## src/hw/rtl/size_class_page_allocator_defines.svh

```systemverilog
// Assertion macros shared by the allocator RTL.
`ifndef SIZE_CLASS_PAGE_ALLOCATOR_DEFINES_SVH
`define SIZE_CLASS_PAGE_ALLOCATOR_DEFINES_SVH

// The consequent must hold in the same cycle as the antecedent.
`define SCPA_ASSERT_IMP(label, ante, cons, msg) \
    label: assert property (@(posedge i_clk) disable iff (!i_rst_n) (ante) |-> (cons)) \
        else $error(msg);

// The consequent must hold in the cycle after the antecedent.
`define SCPA_ASSERT_NXT(label, ante, cons, msg) \
    label: assert property (@(posedge i_clk) disable iff (!i_rst_n) (ante) |=> (cons)) \
        else $error(msg);

`endif

```

## src/hw/rtl/scpa_ram.sv

```systemverilog
module scpa_ram #(
    parameter int WIDTH = 8,
    parameter int DEPTH = 16
) (
    input  logic                             i_clk,
    input  logic                             i_we,
    input  logic [$clog2(DEPTH > 1 ? DEPTH : 2)-1:0] i_addr,
    input  logic [WIDTH-1:0]                 i_wdata,
    output logic [WIDTH-1:0]                 o_rdata
);
    logic [WIDTH-1:0] r_mem [DEPTH];
    logic [WIDTH-1:0] r_rdata;

    always_ff @(posedge i_clk) begin
        if (i_we) begin
            r_mem[i_addr] <= i_wdata;
        end
        r_rdata <= r_mem[i_addr];
    end

    assign o_rdata = r_rdata;
endmodule

```

## config.mk

```make
export PLATFORM = sky130hd
export DESIGN_NAME = scpa_ram
export DESIGN_NICKNAME = d
export VERILOG_FILES = /design/src/hw/rtl/size_class_page_allocator_defines.svh /design/src/hw/rtl/scpa_ram.sv
export SDC_FILE = /design/constraint.sdc
export NUM_CORES = 1
export LEC_CHECK = 0
export BUFFER_PORTS_ARGS = -buffer_cell sky130_fd_sc_hd__buf_2
export CORE_MARGIN = 1
export CORE_UTILIZATION = 23
export DETAILED_ROUTE_END_ITERATION = 8
export GPL_TIMING_DRIVEN = 0
export SYNTH_ARGS = -nofsm -noshare
export SYNTH_HDL_FRONTEND = slang
export SYNTH_SLANG_ARGS = --single-unit
```

## constraint.sdc

```tcl
create_clock -name i_clk -period 5.8 [get_ports i_clk]
set_clock_uncertainty 0.1 [all_clocks]
set_input_delay 1.16 -clock i_clk [delete_from_list [all_inputs] [get_ports i_clk]]
set_output_delay 1.16 -clock i_clk [all_outputs]
set_load 0.03 [all_outputs]
```

==> results by group <==
Placed design
  – Port Buffers: 19
  – Routability cong.: 0.698
  – Placed cells: 524
  – Post-DP HPWL: 6.60 mm

Clock network
  – Clk buf depth: 2
  – Clk Latency, worst-skew pair: 410 ps
  – Number of buffers created by CTS: 17
  – Postcts setup bufs: 0
  – CTS tree: built
  – Reg clk slew, reported paths: 60 ps
  – Max H-tree Level: 4
  – Hold Buf Count CTS: 0
  – Clk sinks: 136
  – PostCTS Resize Cnt: 0
  – Root Buffer: clkbuf_16

Global route
  – Vias in the first global route: 2452
  – Grt ovf: 0
  – Largest net degree at the start of global routing: 17
  – GRT Util Overall: 9.64%
  – Antenna violations before repair: 0
  – First-pass GRT wire length: 15.1 mm

Critical path
  – Worst setup SP type: input pin
  – CP Capture Type: register
  – Crit path kind: input pin to register
  – Crit Path Max Fanout: 10
  – Reg2Reg Setup Slack: 4330 ps
  – Worst Path Required: 5710 ps
  – Arrival time at the worst endpoint: 2730 ps
  – Path depth of the worst reg2reg path: 3

Outcome
  – Status: completed

Power and ir drop
  – Sequential Power Share: 47.2%
  – Peak supply drop: 0.192 mV
  – LEAKAGE: 1.95 nW
  – Psw: 481 µW
  – Clk network pwr share: 47.9%
  – Sw frac: 20.5%
  – PD cells: 382 nW/µm²
  – Overall Power: 2.34 mW
  – Internal power: 1.86 mW
  – Comb power frac: 4.9%

Routing
  – DR pass1 iterations: 4
  – DR DRC count: 0
  – Via count: 2340
  – Drt first-iter violations: 150
  – Final wirelength: 10.2 mm
  – Vias per cell: 4.21
  – Antenna Nets Post-Route: 0
  – WL per Instance: 18.4 µm

Timing
  – WHS: 588 ps
  – Final hold vios: 0
  – RSZ-0062 raised after global routing: false
  – Peak Freq: 354 MHz
  – Pins Over Slew Limit: 0
  – Setup Viol. Count Final: 0
  – Crit path time final: 2830 ps
  – Max-slew headroom: 12.5%
  – Final setup TNS: 0 ps
  – Period utilization: 48.7%
  – Worst-Margin Slew: 1300 ps

Floorplan
  – Core Area: 21300 µm²
  – Die area: 22600 µm²
  – Initial Util: 23.8%
  – DIE WIDTH: 150 µm
  – IO Count: 22
  – Num rows: 53
  – Die height: 150 µm

Flow run
  – Max Cap Viol: 0

Yosys
  – Syn_nets: 244
  – Syn avg cell area: 22.0 µm²
  – Post-Syn Area: 5070 µm²
  – Yosys warns: 0
  – #FFs+latches synth: 136
  – Sequential cell area fraction in the yosys report: 79.0%
  – Netlist cell types: 18
  – Post-synthesis cell count: 230

Hold path
  – Hold Crit Depth: 3
  – Hold/Removal Path Class: register to register

Layout
  – Most common cell after layout, fill and taps aside: edfxtp_1
  – Fraction of layout cells with a size suffix above 1: 31.3%
  – Non-filler instance count after layout: 556
  – Antenna Cells: 0
  – Most frequent cells in the layout: 128 x edfxtp_1, 32 x mux4_2, 21 x buf_2
  – Final core utilization: 28.8%
  – Area grow syn2layout: 21.1%
  – Fillers: 2057
  – Layout Nets: 282
cells by family after synthesis:
| group | after synthesis | share of synthesized area, % |
|---|---|---|
| buffers and inverters | 11 | 1.19 |
| and+or+nand+nor | 35 | 3.21 |
| AOI/OAI and AO/OA | 16 | 2.37 |
| DFF | 136 | 79.0 |
| muxes | 32 | 14.2 |
worst max-delay path, cell delays in order:
cell and delay [ps]:
buf_2 200, buf_1 280, nor3_1 1100
cells in the mapped netlist:
cell      instances  area (µm²)
clkbuf_2          1        5.00
clkbuf_1          2        7.51
edfxtp_1        128        3840
nand3_1           1        5.00
mux4_2           32         721
a22oi_1          16         120
nor2b_1           2        12.5
nor2_1           13        48.8
nand2b_1          2        12.5
or3b_2            1        8.76
nor3_1            4        20.0
buf_6             2        22.5
buf_1             4        15.0
nand2_1           9        33.8
dfxtp_1           8         160
buf_2             2        10.0
and2_1            1        6.26
nand3b_1          2        15.0
cell type report:
type                    count  area [µm²]  area share [%]
well taps                 275         344            5.61
clock buffers              17         425            6.93
repair buffers             19        95.1            1.55
clock inverters            15         198            3.22
plain buffers              11        60.1           0.979
flip-flops and latches    136        4000            65.3
multi-input cells          83        1010            16.4
power groups by stage:
| stage | Sequential (mW) | Clock [mW] | Combinational, mW |
|---|---|---|---|
| global route | 1.11 | 1.18 | 0.124 |
| finish | 1.10 | 1.12 | 0.116 |
| floorplan | 1.14 | 0 | 0.0566 |
| detailed placement | 1.13 | 0 | 0.118 |
| global placement | 1.12 | 0 | 0.115 |
| CTS | 1.10 | 1.14 | 0.118 |
registers in the layout, indices dropped and copies added (netlist names):
register / flops
r_mem: 128
o_rdata: 8
worst paths after layout:
path / from / to
worst min register to register: r_mem[8][6] / o_rdata[6]
worst max register to register: r_mem[7][2] / o_rdata[2]
worst min-delay path: r_mem[8][6] / o_rdata[6]
worst max-delay path: i_addr[1] / r_mem[8][2]
through the flow:
stage,setup slack [ps],instance area [µm²]
6_report,2970,6130
3_3_place_gp,2440,5510
3_5_place_dp,2370,5510
5_1_grt,2790,6130
4_1_cts,2790,6130
2_1_floorplan,3050,5070
metal layers:
layer / track usage, % / wire length (µm) / share of wire [%]
met1: 12.6 / 4460 / 44
met2: 14.8 / 4820 / 47
met3: 3.64 / 846 / 8.3
met4: 2.88 / 91 / 0.89
met5: 0 / 0 / 0
Power figures use the tool's default switching activity.
